**src/sv/fdbb_pkg.sv**
```systemverilog
// Shared types and constants of the frame difference bounding box block.
// Used by fdbb_tracker and frame_diff_bounding_box; depends on nothing.
package fdbb_pkg;

    // Defaults for the module parameters.
    localparam int DEF_MAX_DIM         = 4096;
    localparam int DEF_MAX_PIXEL_BYTES = 4;

    // Bytes held in one pixel word on the stream.
    localparam int PIXEL_BYTES = 4;

    // Fixed field widths.
    localparam int PIXEL_W  = 32;
    localparam int ORIGIN_W = 12;
    localparam int DIM_W    = 13;
    localparam int BPP_W    = 3;
    localparam int REGION_W = 13;

    // Configuration port.
    localparam int CFG_INDEX_W = 3;
    localparam int CFG_DATA_W  = 13;

    localparam logic [CFG_INDEX_W-1:0] REG_WINDOW_X        = 3'd0;
    localparam logic [CFG_INDEX_W-1:0] REG_WINDOW_Y        = 3'd1;
    localparam logic [CFG_INDEX_W-1:0] REG_WINDOW_WIDTH    = 3'd2;
    localparam logic [CFG_INDEX_W-1:0] REG_WINDOW_HEIGHT   = 3'd3;
    localparam logic [CFG_INDEX_W-1:0] REG_BYTES_PER_PIXEL = 3'd4;

    // Register values after reset.
    localparam logic [ORIGIN_W-1:0] RST_WINDOW_X        = 12'd0;
    localparam logic [ORIGIN_W-1:0] RST_WINDOW_Y        = 12'd0;
    localparam logic [DIM_W-1:0]    RST_WINDOW_WIDTH    = 13'd640;
    localparam logic [DIM_W-1:0]    RST_WINDOW_HEIGHT   = 13'd480;
    localparam logic [BPP_W-1:0]    RST_BYTES_PER_PIXEL = 3'd3;

    // Stream widths: fields packed from bit 0, padded to whole bytes.
    localparam int S_TDATA_W = 64;
    localparam int M_TDATA_W = 56;

    // One result of a frame.
    typedef struct packed {
        logic [REGION_W-1:0] region_height;
        logic [REGION_W-1:0] region_width;
        logic [REGION_W-1:0] region_y;
        logic [REGION_W-1:0] region_x;
        logic                changed;
    } region_t;

endpackage

```
**src/sv/fdbb_tracker.sv**
```systemverilog
// Window position counters and extent tracking of changed pixels.
// Depends on fdbb_pkg for region_t and the field widths.
module fdbb_tracker
    import fdbb_pkg::*;
#(
    parameter int MAX_DIM = DEF_MAX_DIM
)
(
    input  logic                          clk,
    input  logic                          rst_n,
    input  logic                          step,
    input  logic                          diff,
    input  logic [$clog2(MAX_DIM)-1:0]    w_last,
    input  logic [$clog2(MAX_DIM)-1:0]    h_last,
    input  logic [ORIGIN_W-1:0]           window_x,
    input  logic [ORIGIN_W-1:0]           window_y,
    output logic                          frame_end,
    output region_t                       region
);

    localparam int CW = $clog2(MAX_DIM);
    localparam int SW = ((CW > ORIGIN_W) ? CW : ORIGIN_W) + 1;

    logic [CW-1:0] column_count_reg, column_count_next;
    logic [CW-1:0] row_count_reg,    row_count_next;
    logic [CW-1:0] left_most_reg,    left_most_next;
    logic [CW-1:0] right_most_reg,   right_most_next;
    logic [CW-1:0] top_most_reg,     top_most_next;
    logic [CW-1:0] bottom_most_reg,  bottom_most_next;
    logic          any_found_reg,    any_found_next;

    logic [CW-1:0] left_upd, right_upd, top_upd, bottom_upd;
    logic          any_upd;
    logic          row_end;

    // Extents including the current pixel.
    always_comb
    begin
        left_upd   = left_most_reg;
        right_upd  = right_most_reg;
        top_upd    = top_most_reg;
        bottom_upd = bottom_most_reg;
        any_upd    = any_found_reg;
        if (diff)
        begin
            if (!any_found_reg)
            begin
                left_upd  = column_count_reg;
                right_upd = column_count_reg;
                top_upd   = row_count_reg;
                any_upd   = 1'b1;
            end
            else
            begin
                if (column_count_reg < left_most_reg)
                begin
                    left_upd = column_count_reg;
                end
                if (column_count_reg > right_most_reg)
                begin
                    right_upd = column_count_reg;
                end
            end
            bottom_upd = row_count_reg;
        end
    end

    assign row_end   = (column_count_reg >= w_last);
    assign frame_end = row_end && (row_count_reg >= h_last);

    // Rectangle in frame coordinates, all zero when nothing changed.
    always_comb
    begin
        region = '0;
        if (any_upd)
        begin
            region.changed       = 1'b1;
            region.region_x      = REGION_W'(SW'(window_x) + SW'(left_upd));
            region.region_y      = REGION_W'(SW'(window_y) + SW'(top_upd));
            region.region_width  = REGION_W'(SW'(right_upd) - SW'(left_upd) + SW'(1));
            region.region_height = REGION_W'(SW'(bottom_upd) - SW'(top_upd) + SW'(1));
        end
    end

    always_comb
    begin
        column_count_next = column_count_reg;
        row_count_next    = row_count_reg;
        left_most_next    = left_most_reg;
        right_most_next   = right_most_reg;
        top_most_next     = top_most_reg;
        bottom_most_next  = bottom_most_reg;
        any_found_next    = any_found_reg;
        if (step)
        begin
            if (frame_end)
            begin
                // Clear for the next frame.
                column_count_next = '0;
                row_count_next    = '0;
                left_most_next    = '0;
                right_most_next   = '0;
                top_most_next     = '0;
                bottom_most_next  = '0;
                any_found_next    = 1'b0;
            end
            else
            begin
                left_most_next   = left_upd;
                right_most_next  = right_upd;
                top_most_next    = top_upd;
                bottom_most_next = bottom_upd;
                any_found_next   = any_upd;
                if (row_end)
                begin
                    column_count_next = '0;
                    row_count_next    = row_count_reg + CW'(1);
                end
                else
                begin
                    column_count_next = column_count_reg + CW'(1);
                end
            end
        end
    end

    always_ff @(posedge clk or negedge rst_n)
    begin
        if (!rst_n)
        begin
            column_count_reg <= '0;
            row_count_reg    <= '0;
            left_most_reg    <= '0;
            right_most_reg   <= '0;
            top_most_reg     <= '0;
            bottom_most_reg  <= '0;
            any_found_reg    <= 1'b0;
        end
        else
        begin
            column_count_reg <= column_count_next;
            row_count_reg    <= row_count_next;
            left_most_reg    <= left_most_next;
            right_most_reg   <= right_most_next;
            top_most_reg     <= top_most_next;
            bottom_most_reg  <= bottom_most_next;
            any_found_reg    <= any_found_next;
        end
    end

endmodule

```
**src/sv/frame_diff_bounding_box.sv**
```systemverilog
// The last pixel of a window goes through the input register, then the result register,
// whose valid flag drives m_tvalid.
// Throughput: one pixel pair per cycle;
// the input side stalls only while a finished result waits in the result register and
// the last pixel of the next window would need it. Reset (rst_n, async, active low)
// clears counters, tracking and handshake state and loads the register defaults.
// Top level of the frame difference bounding box; depends on fdbb_pkg and fdbb_tracker.
module frame_diff_bounding_box
    import fdbb_pkg::*;
#(
    parameter int MAX_DIM         = DEF_MAX_DIM,
    parameter int MAX_PIXEL_BYTES = DEF_MAX_PIXEL_BYTES
)
(
    input  logic                   clk,
    input  logic                   rst_n,

    // Pixel pair stream.
    input  logic                   s_tvalid,
    output logic                   s_tready,
    input  logic [S_TDATA_W-1:0]   s_tdata,   // new_pixel[31:0], old_pixel[63:32]

    // Result stream, one transfer per window.
    output logic                   m_tvalid,
    input  logic                   m_tready,
    output logic [M_TDATA_W-1:0]   m_tdata,   // changed[0], region_x[13:1], region_y[26:14],
                                              // region_width[39:27], region_height[52:40],
                                              // zero [55:53]

    // Register writes.
    input  logic                   cfg_valid,
    output logic                   cfg_ready,
    input  logic [CFG_INDEX_W-1:0] cfg_index,
    input  logic [CFG_DATA_W-1:0]  cfg_data
);

    localparam int CW = $clog2(MAX_DIM);

    // Configuration registers.
    logic [ORIGIN_W-1:0] window_x_reg;
    logic [ORIGIN_W-1:0] window_y_reg;
    logic [DIM_W-1:0]    window_width_reg;
    logic [DIM_W-1:0]    window_height_reg;
    logic [BPP_W-1:0]    bytes_per_pixel_reg;

    // Input stage.
    logic               in_valid_reg, in_valid_next;
    logic [PIXEL_W-1:0] in_new_reg;
    logic [PIXEL_W-1:0] in_old_reg;

    // Result stage.
    logic               out_valid_reg, out_valid_next;
    region_t            out_region_reg;

    logic               s_xfer;
    logic               consume;
    logic               load;
    logic               out_free;
    logic               diff;
    logic [CW-1:0]      w_last;
    logic [CW-1:0]      h_last;
    logic               frame_end;
    region_t            region;
    logic [PIXEL_BYTES-1:0] byte_diff;

    // Writes are always taken; the user must write only while idle, not enforced.
    assign cfg_ready = 1'b1;

    always_ff @(posedge clk or negedge rst_n)
    begin
        if (!rst_n)
        begin
            window_x_reg        <= RST_WINDOW_X;
            window_y_reg        <= RST_WINDOW_Y;
            window_width_reg    <= RST_WINDOW_WIDTH;
            window_height_reg   <= RST_WINDOW_HEIGHT;
            bytes_per_pixel_reg <= RST_BYTES_PER_PIXEL;
        end
        else if (cfg_valid && cfg_ready)
        begin
            unique case (cfg_index)
                REG_WINDOW_X:        window_x_reg        <= cfg_data[ORIGIN_W-1:0];
                REG_WINDOW_Y:        window_y_reg        <= cfg_data[ORIGIN_W-1:0];
                REG_WINDOW_WIDTH:    window_width_reg    <= cfg_data[DIM_W-1:0];
                REG_WINDOW_HEIGHT:   window_height_reg   <= cfg_data[DIM_W-1:0];
                REG_BYTES_PER_PIXEL: bytes_per_pixel_reg <= cfg_data[BPP_W-1:0];
                default:             ;   // drop writes to unknown indexes
            endcase
        end
    end

    // Last column and row of the window: zero counts as one, large values saturate.
    always_comb
    begin
        if (window_width_reg == '0)
        begin
            w_last = '0;
        end
        else if (32'(window_width_reg) > MAX_DIM)
        begin
            w_last = CW'(MAX_DIM - 1);
        end
        else
        begin
            w_last = CW'(window_width_reg - DIM_W'(1));
        end

        if (window_height_reg == '0)
        begin
            h_last = '0;
        end
        else if (32'(window_height_reg) > MAX_DIM)
        begin
            h_last = CW'(MAX_DIM - 1);
        end
        else
        begin
            h_last = CW'(window_height_reg - DIM_W'(1));
        end
    end

    // Compare byte i only if it lies below both the configured byte count and
    // the parameter limit; the word itself caps the count at four.
    always_comb
    begin
        for (int i = 0; i < PIXEL_BYTES; i++)
        begin
            byte_diff[i] = (in_new_reg[8*i +: 8] != in_old_reg[8*i +: 8])
                         && (32'(bytes_per_pixel_reg) > i)
                         && (MAX_PIXEL_BYTES > i);
        end
    end

    assign diff = |byte_diff;

    // The held pixel moves on unless it closes a window while the result
    // register is still occupied and m_tready is low.
    assign out_free = !out_valid_reg || m_tready;
    assign consume  = in_valid_reg && (!frame_end || out_free);
    assign load     = consume && frame_end;
    assign s_tready = !in_valid_reg || consume;
    assign s_xfer   = s_tvalid && s_tready;

    fdbb_tracker #(
        .MAX_DIM (MAX_DIM)
    ) u_tracker (
        .clk       (clk),
        .rst_n     (rst_n),
        .step      (consume),
        .diff      (diff),
        .w_last    (w_last),
        .h_last    (h_last),
        .window_x  (window_x_reg),
        .window_y  (window_y_reg),
        .frame_end (frame_end),
        .region    (region)
    );

    always_comb
    begin
        in_valid_next = in_valid_reg;
        if (s_xfer)
        begin
            in_valid_next = 1'b1;
        end
        else if (consume)
        begin
            in_valid_next = 1'b0;
        end

        out_valid_next = out_valid_reg;
        if (load)
        begin
            out_valid_next = 1'b1;
        end
        else if (m_tready)
        begin
            out_valid_next = 1'b0;
        end
    end

    always_ff @(posedge clk or negedge rst_n)
    begin
        if (!rst_n)
        begin
            in_valid_reg  <= 1'b0;
            out_valid_reg <= 1'b0;
        end
        else
        begin
            in_valid_reg  <= in_valid_next;
            out_valid_reg <= out_valid_next;
        end
    end

    // Payload registers: capture on transfer, hold otherwise.
    always_ff @(posedge clk)
    begin
        if (s_xfer)
        begin
            in_new_reg <= s_tdata[PIXEL_W-1:0];
            in_old_reg <= s_tdata[2*PIXEL_W-1:PIXEL_W];
        end
        if (load)
        begin
            out_region_reg <= region;
        end
    end

    assign m_tvalid = out_valid_reg;
    assign m_tdata  = M_TDATA_W'(out_region_reg);

`ifndef ASSERT_OFF
    // A result never overwrites one that has not been taken.
    a_no_overwrite: assert property (@(posedge clk) disable iff (!rst_n)
        load |-> (!out_valid_reg || m_tready))
        else $error("result register overwritten while full");

    // A pixel that is not consumed stays in the input register unchanged.
    a_input_hold: assert property (@(posedge clk) disable iff (!rst_n)
        (in_valid_reg && !consume) |=> (in_valid_reg && $stable(in_new_reg)
                                        && $stable(in_old_reg)))
        else $error("held pixel lost or changed");

    // A window without change reports an all-zero rectangle.
    a_unchanged_zero: assert property (@(posedge clk) disable iff (!rst_n)
        (out_valid_reg && !out_region_reg.changed) |-> (out_region_reg == '0))
        else $error("unchanged result carries a nonzero rectangle");
`endif

endmodule

```
**config.mk**
```make
export PLATFORM = sky130hd
export DESIGN_NAME = frame_diff_bounding_box
export DESIGN_NICKNAME = d
export VERILOG_FILES = /design/src/sv/fdbb_pkg.sv /design/src/sv/fdbb_tracker.sv /design/src/sv/frame_diff_bounding_box.sv
export SDC_FILE = /design/constraint.sdc
export NUM_CORES = 1
export LEC_CHECK = 0
export BUFFER_PORTS_ARGS = -buffer_cell sky130_fd_sc_hd__clkbuf_2
export CORE_MARGIN = 3
export CORE_UTILIZATION = 65
export DETAILED_ROUTE_END_ITERATION = 8
export PLACE_DENSITY = 0.88
export SKIP_LAST_GASP = 1
export SLEW_MARGIN = 20
export SYNTH_ARGS = -nofsm -noshare
export SYNTH_HDL_FRONTEND = slang
export SYNTH_HIERARCHICAL = 1
export SYNTH_SLANG_ARGS = --single-unit
```
**constraint.sdc**
```tcl
create_clock -name clk -period 9.35 [get_ports clk]
set_clock_uncertainty 0.1 [all_clocks]
set_input_delay 0.935 -clock clk [delete_from_list [all_inputs] [get_ports clk]]
set_output_delay 0.935 -clock clk [all_outputs]
set_load 0.05 [all_outputs]
```
Word-level counts from Yosys, hierarchy flattened
Cells that the tools add are included.
- word-level logic and storage cells: 104
- bits of input ports: 85
- register bits after elaboration: 245
- equal/unequal tests: 8
- reduce and logical (&&, ||, !) cells: 27
- add/sub/neg operators: 10
- magnitude comparators: 10
- muxes and demuxes: 28
- operator list (kind ; count):
    12-bit 2-to-1 mux ; 21
    8-bit inequality test ; 4
    12-bit by 12-bit adder with 13-bit output ; 2
    13-bit by 1-bit adder with 13-bit output (second input constant) ; 2
    13-bit greater-than comparator (second input constant) ; 2
    13-bit zero test ; 2
    12-bit by 12-bit subtractor with 13-bit output ; 2
    12-bit by 1-bit adder with 12-bit output (second input constant) ; 2
    12-bit greater-or-equal comparator ; 2
    12-bit by 1-bit subtractor with 12-bit output (second input constant) ; 2
    12-bit greater-than comparator ; 1
    12-bit < comparator ; 1
    2-bit AND reduction ; 6
    1-bit logical AND ; 8
    1-bit 2-to-1 mux ; 7
    3-bit by 2-bit equality test with 1-bit output (second input constant) ; 2
    3-bit by 1-bit greater-than comparator with 1-bit output (second input constant) ; 2
    3-bit by 2-bit greater-than comparator with 1-bit output (second input constant) ; 2
    2-bit nonzero test ; 3
    4-bit OR reduction ; 1
    3-bit by 1-bit equality test with 1-bit output (second input constant) ; 1
    3-bit equality test (second input constant) ; 1
    1-bit zero test ; 3
    3-bit zero test ; 1
    1-bit logical OR ; 3

Longest topological paths before layout
- word-level depth: 11
- mapped depth: 23

Modules after synthesis
The synthesis kept the hierarchy.
- modules (own cells, without submodules) (module ; cells each ; instances ; area each (µm²)):
    fdbb_tracker ; 920 ; 1 ; 7717.4
    frame_diff_bounding_box ; 398 ; 1 ; 6705.2

Worst setup path before layout
No wires, ideal clock.
- path type: flip-flop to flip-flop
- start: reg window_height_reg[0]
- end: reg out_region_reg, in the netlist m_tdata[0], enable pin
- setup time: 464 ps
- path slack: 3121 ps
- stages on the path, launching flop included: 17
- arrival time: 5665 ps
- clock period less this slack: 6229 ps
- path buffers: 3
- cells stage by stage: dfrtp_1 > inv_1 > ha_1 > or4b_1 > clkbuf_1 > o31ai_1 > buf_4 > o21ai_2 > ha_1 > nor3b_1 > o21a_1 > o211ai_1 > nand2_1 > nor2_1 > clkbuf_1 > nand2_1 > nor2_1
- longest elaborated chain between the ends: 9
- elaborated cells on any way between the ends: 11
- classes of those cells: add/sub (1); order compare (2); mux (2); reduce/logical (6)
- ends and longest elaborated chain (element ; line ; text):
    start, declared ; frame_diff_bounding_box.sv:43 ; logic [DIM_W-1:0] window_height_reg;
    start signal, assigned ; frame_diff_bounding_box.sv:85 ; REG_WINDOW_HEIGHT: window_height_reg <= cfg_data[DIM_W-1:0];
    12-bit by 1-bit subtractor with 12-bit output / 13-bit greater-than comparator (equally long branches) ; frame_diff_bounding_box.sv:118, frame_diff_bounding_box.sv:112 ;
    12-bit 2-to-1 mux ; frame_diff_bounding_box.sv:112 ; else if (32'(window_height_reg) > MAX_DIM)
    12-bit 2-to-1 mux * ; frame_diff_bounding_box.sv:108 ; if (window_height_reg == '0)
    named net h_last[0] ; frame_diff_bounding_box.sv:61 ; logic [CW-1:0] h_last;
    12-bit greater-or-equal comparator * ; fdbb_tracker.sv:69 ; assign frame_end = row_end && (row_count_reg >= h_last);
    1-bit logical AND * ; fdbb_tracker.sv:69 ;
    named net frame_end ; frame_diff_bounding_box.sv:62 ; logic frame_end;
    1-bit zero test ; frame_diff_bounding_box.sv:139 ; assign consume = in_valid_reg && (!frame_end || out_free);
    1-bit logical OR ; frame_diff_bounding_box.sv:139 ;
    1-bit logical AND ; frame_diff_bounding_box.sv:139 ;
    1-bit logical AND * ; frame_diff_bounding_box.sv:140 ; assign load = consume && frame_end;
    named net load ; frame_diff_bounding_box.sv:57 ; logic load;
    end signal, assigned ; frame_diff_bounding_box.sv:206 ; out_region_reg <= region;
    end, declared ; frame_diff_bounding_box.sv:53 ; region_t out_region_reg;
Mark *: on every way through the listed nets, which the timed path passes. The rest lies on a longest branch.
A chain may end at the register's enable or synchronous reset.

Worst setup path in the final report
- start: reg window_height_reg[0]
- end: reg u_tracker.left_most_reg[11]
- longest elaborated chain between the ends: 8
- elaborated cells on any way between the ends: 11
- classes of those cells: add/sub (1); order compare (2); mux (3); reduce/logical (5)
- ends and longest elaborated chain (element ; line ; text):
    12-bit by 1-bit subtractor with 12-bit output / 13-bit greater-than comparator (equally long branches) ; frame_diff_bounding_box.sv:118, frame_diff_bounding_box.sv:112 ;
    12-bit 2-to-1 mux ; frame_diff_bounding_box.sv:112 ;
    12-bit 2-to-1 mux * ; frame_diff_bounding_box.sv:108 ;
    named net h_last[5] ; frame_diff_bounding_box.sv:61 ;
    12-bit greater-or-equal comparator * ; fdbb_tracker.sv:69 ;
    1-bit logical AND * ; fdbb_tracker.sv:69 ;
    named net frame_end ; frame_diff_bounding_box.sv:62 ;
    1-bit zero test * ; frame_diff_bounding_box.sv:139 ;
    1-bit logical OR * ; frame_diff_bounding_box.sv:139 ;
    1-bit logical AND * ; frame_diff_bounding_box.sv:139 ;
    named net consume ; frame_diff_bounding_box.sv:56 ; logic consume;
    end signal, assigned ; fdbb_tracker.sv:143 ; left_most_reg <= left_most_next;
    end, declared ; fdbb_tracker.sv:26 ; logic [CW-1:0] left_most_reg, left_most_next;
Marks and branches as above.

==> flow_results.org <==
** Status
- The flow ran to the end, and the final reports show no timing, DRC or antenna violations.

** Yosys
- Flip-flop and latch count after synthesis :: between 200 and 250
- Top cells by area, synth :: edfxtp_1 (24%), dfrtp_1 (21%), ha_1 (11%), mux2_2 (5.8%), xnor2_1 (3.3%)
- Post-synthesis area per instance :: ~11 um2
- Warnings from Yosys :: 6
- The share of the Yosys chip area taken by registers is 0.466.
- Fraction of synthesized cell area taken by the top area cell type :: 0.244
- edfxtp_1 takes more of the synthesized area than any other cell.
- In the synthesized netlist the async set-or-reset flop fraction comes to 0.522.
- The cell area that synthesis handed to floorplanning was between 10000 and 15000 um2.
- The cell count after synthesis came out at around 1300.
- Post-synthesis cell type count :: 74
- Number of enable flip-flop cells after synthesis :: about 120
- Most instantiated flip-flop cell in the synthesis netlist :: dfrtp_1

** Critical path
- Of all nets on the critical path, the largest fanout is 55.
- Crit-path cells :: inv_1 -> ha_1 -> or4b_1 -> o31ai_2 -> a21oi_1 -> inv_1 -> ha_1 -> and4_1 -> o21ai_0 -> o211ai_1 -> nand2_1 -> nor2_1 -> buf_4 -> a21boi_4 -> buf_4 -> inv_1 -> buf_4 -> a311o_1 -> o221ai_1
- Buffering stage count on the worst path with inverters included :: 6
- Critical path class :: register to register
- Worst endpoint required time :: roughly 9.6 ns
- STA classifies the critical path startpoint as a register.
- Critical path launch point :: window_height_reg[0]
- Grouping stages by cell kind, the critical path spends the most delay in compound AO/OA/AOI/OAI gates.
- Source of the worst register-to-register timing path :: window_height_reg[0]
- Worst Setup End Kind :: register
- Max stage delay cell, worst path :: nand2_1
- Data arrival at the endpoint of the critical path :: 7.29 ns
- Delay of the slowest critical-path stage :: ~0.76 ns

** Pwr
- Largest voltage drop on the vdd net :: approximately 220 uV
- Power density cells :: around 330 nW/um2
- P_leak :: a little over 7 nW

** Placed design
- Worst setup slack before clock tree synthesis :: around 2.6 ns
- Detailed placer's ending HPWL :: around 24 mm
- Port Buffers :: about 140
- Final Wtd Congestion :: just over 0.9

** Detailed routing
- Drc violations :: 0
- The detailed router placed between 10000 and 15000 vias in this run.
- The first routing iteration left roughly 1000 violations.
- The final layout contains routed wiring with a total length of roughly 35 mm.
- The pre-antenna-repair detailed-routing pass consisted of 5 iterations.
- Mean routed wirelength per cell :: 20.0 um
- In this run the remaining antenna-violating nets after routing total 0.
- Using the TritonRoute via totals, the vias-per-cell ratio works out to 6.31.

** GRT
- Via count of the first global-routing pass :: 11302
- First-pass GRT wire length :: 56.2 mm
- Global route overflow :: 0
- Pin count of the biggest net entering global routing :: 66
- The initial antenna violation count is 0.
- In the global route stage, overall resource usage came out at 0.290.

** Floorplanning
- Row generation in the floorplan step produced 53 rows.
- After floorplanning, the core was sized to cover between 20000 and 25000 um2.
- Chip Width :: 155 um
- Measured along the y axis, the die boundary spans approximately 150 um.
- For this configuration, the core starts out at a cell density of 0.673.
- Top-level port count :: about 140
- Die area :: 24000 um2

** Clock network
- No sink is reached through more buffers than the 3 on the longest clock path.
- TritonCTS built the clock tree.
- After clock tree synthesis, the clock-pin slew on the worst setup and hold paths is 0.06 ns.
- Root cell of the clock tree :: clkbuf_16
- The number of setup buffers added after CTS is 0.
- Insertion delay of the later-clocked pin in the worst-skew pair :: 0.53 ns
- Total clock buffers created by CTS :: 26
- The clock drives approximately 250 sinks.
- CTS built an H-tree with a depth of 1.
- For this design, the CTS-stage hold fixing added 0 buffers.
- In this run, post-CTS repair resized a total of 0 instances.

** STA
- Final critical-path setup slack :: roughly 2.3 ns
- FMAX :: about 140 MHz
- Slew margin rel. :: 0.279
- Max-slew violation count :: 0
- Number of hold violations in the final report :: 0
- The smallest clock period supported by the final layout is computed as approximately 7 ns.
- Setup violations remaining at the end of the flow were counted as 0.
- Summed over all failing endpoints, the final setup total negative slack is 0 ns.
- Setup repair after global routing missed its margin :: no
- Slew @ Worst Pin :: 1.07 ns
- Share of the cycle needed by the critical path after routing :: 0.751

** Final layout
- From synthesis to final layout, the design area changed by 12.0%.
- Most common library cell in the layout ignoring fill and taps :: clkbuf_2
- Most frequent cells in the layout :: clkbuf_2 (138), ha_1 (123), dfrtp_1 (120)
- For this run, the post-layout net count is between 1500 and 2000.
- The register with the most flip-flops in the layout has 53 of them.
- In the final layout, the share of cells above drive strength 1 is 0.206.
- The repair_antennas step left the layout with diodes totalling 0.
- At the end of the flow the core is filled with cells to 0.754.

** Hold path
- Worst hold path class :: register to register
- Hold Crit Start :: u_tracker/top_most_reg[1]

** Job
- Number of maximum-capacitance violations :: 0
routing by layer:
layer  global-route usage  part of all wire
met1                0.364              0.39
met2                0.508              0.50
met3               0.0401             0.069
met4                0.117             0.039
met5                    0                 0
cells by family after synthesis:
kind of cell / count (synthesis) / synth area share
DFF: 245 / 0.466
xor gates and xnor gates: 75 / 0.0455
adders and majority gates: 127 / 0.112
and+or+nand+nor: 308 / 0.109
other: 2 / 0.000521
AOI/OAI and AO/OA: 315 / 0.151
buffers and inverters: 149 / 0.0420
muxes: 97 / 0.0737
metrics by stage:
| step | total power [mW] | instances | hold slack [ns] | instance area (um2) |
|---|---|---|---|---|
| floorplan | 3.67 | 1320 | 0.348 | 14400 |
| global placement | 4.12 | 1691 | 0.365 | 15400 |
| detailed placement | 4.26 | 1691 | 0.368 | 15400 |
| CTS | 5.27 | 1738 | 0.387 | 16200 |
| global route | 5.70 | 1738 | 0.406 | 16200 |
| finish | 5.31 | 1738 | 0.389 | 16200 |
worst reg2reg max path: stages, from the launching register on:
cell      delay, ns
dfrtp_1        0.42
inv_1          0.09
ha_1           0.13
or4b_1         0.57
o31ai_2        0.72
a21oi_1        0.17
inv_1          0.12
ha_1           0.15
and4_1         0.17
o21ai_0        0.07
o211ai_1       0.49
nand2_1        0.76
nor2_1         0.28
buf_4          0.33
a21boi_4       0.09
buf_4          0.33
inv_1          0.59
buf_4          0.37
a311o_1        0.69
o221ai_1       0.24
worst paths after layout:
| check | cells after the start | slack, ns | end |
|---|---|---|---|
| max in group asynchronous | 2 | 7.39 | window_width_reg[10] |
| worst min-delay path | 1 | 0.39 | u_tracker/top_most_reg[1] |
| min in group asynchronous | 1 | 0.40 | u_tracker/bottom_most_reg[1] |
| worst max-delay path | 19 | 2.33 | u_tracker/left_most_reg[11] |
| worst min register to register | 1 | 0.39 | u_tracker/top_most_reg[1] |
| worst max register to register | 19 | 2.33 | u_tracker/left_most_reg[11] |
synth_stat cells, types with 4 or more instances:
| library cell | number |
|---|---|
| a211o_1 | 4 |
| and4_1 | 4 |
| clkbuf_1 | 36 |
| mux2i_1 | 23 |
| dfrtp_1 | 120 |
| ha_1 | 123 |
| inv_1 | 91 |
| a21oi_1 | 83 |
| fa_1 | 4 |
| buf_4 | 6 |
| xor2_1 | 20 |
| buf_1 | 7 |
| nand2_1 | 68 |
| nor2b_1 | 9 |
| o21bai_1 | 7 |
| a211oi_1 | 5 |
| o211ai_1 | 15 |
| nand4_1 | 23 |
| nor3b_1 | 4 |
| o2bb2ai_1 | 26 |
| and2_1 | 10 |
| edfxtp_1 | 117 |
| nor4_1 | 5 |
| a32o_1 | 4 |
| o221ai_2 | 10 |
| nand3_1 | 30 |
| a21o_1 | 42 |
| buf_2 | 7 |
| nand2b_1 | 13 |
| and3_1 | 11 |
| nor3_1 | 31 |
| o31ai_1 | 14 |
| o21a_1 | 14 |
| mux2_2 | 74 |
| nor2_1 | 79 |
| a31oi_1 | 11 |
| o21ai_0 | 50 |
| xnor2_1 | 55 |
| dfstp_2 | 8 |
power by group:
group	internal [mW]	switching, mW	total (mW)
registers	1.42	0.163	1.59
logic	1.18	1.57	2.75
clock network	0.553	0.416	0.970
area by class of cell:
type	count	area, um2
inverter	91	342
sequential	245	6730
timing repair buffer	154	811
fill	1397	5270
multi-input combinational	926	7140
tap	275	344
clock buffer	34	702
clock inverter	13	85.1
Note: power is estimated with default switching activity, not from simulation.
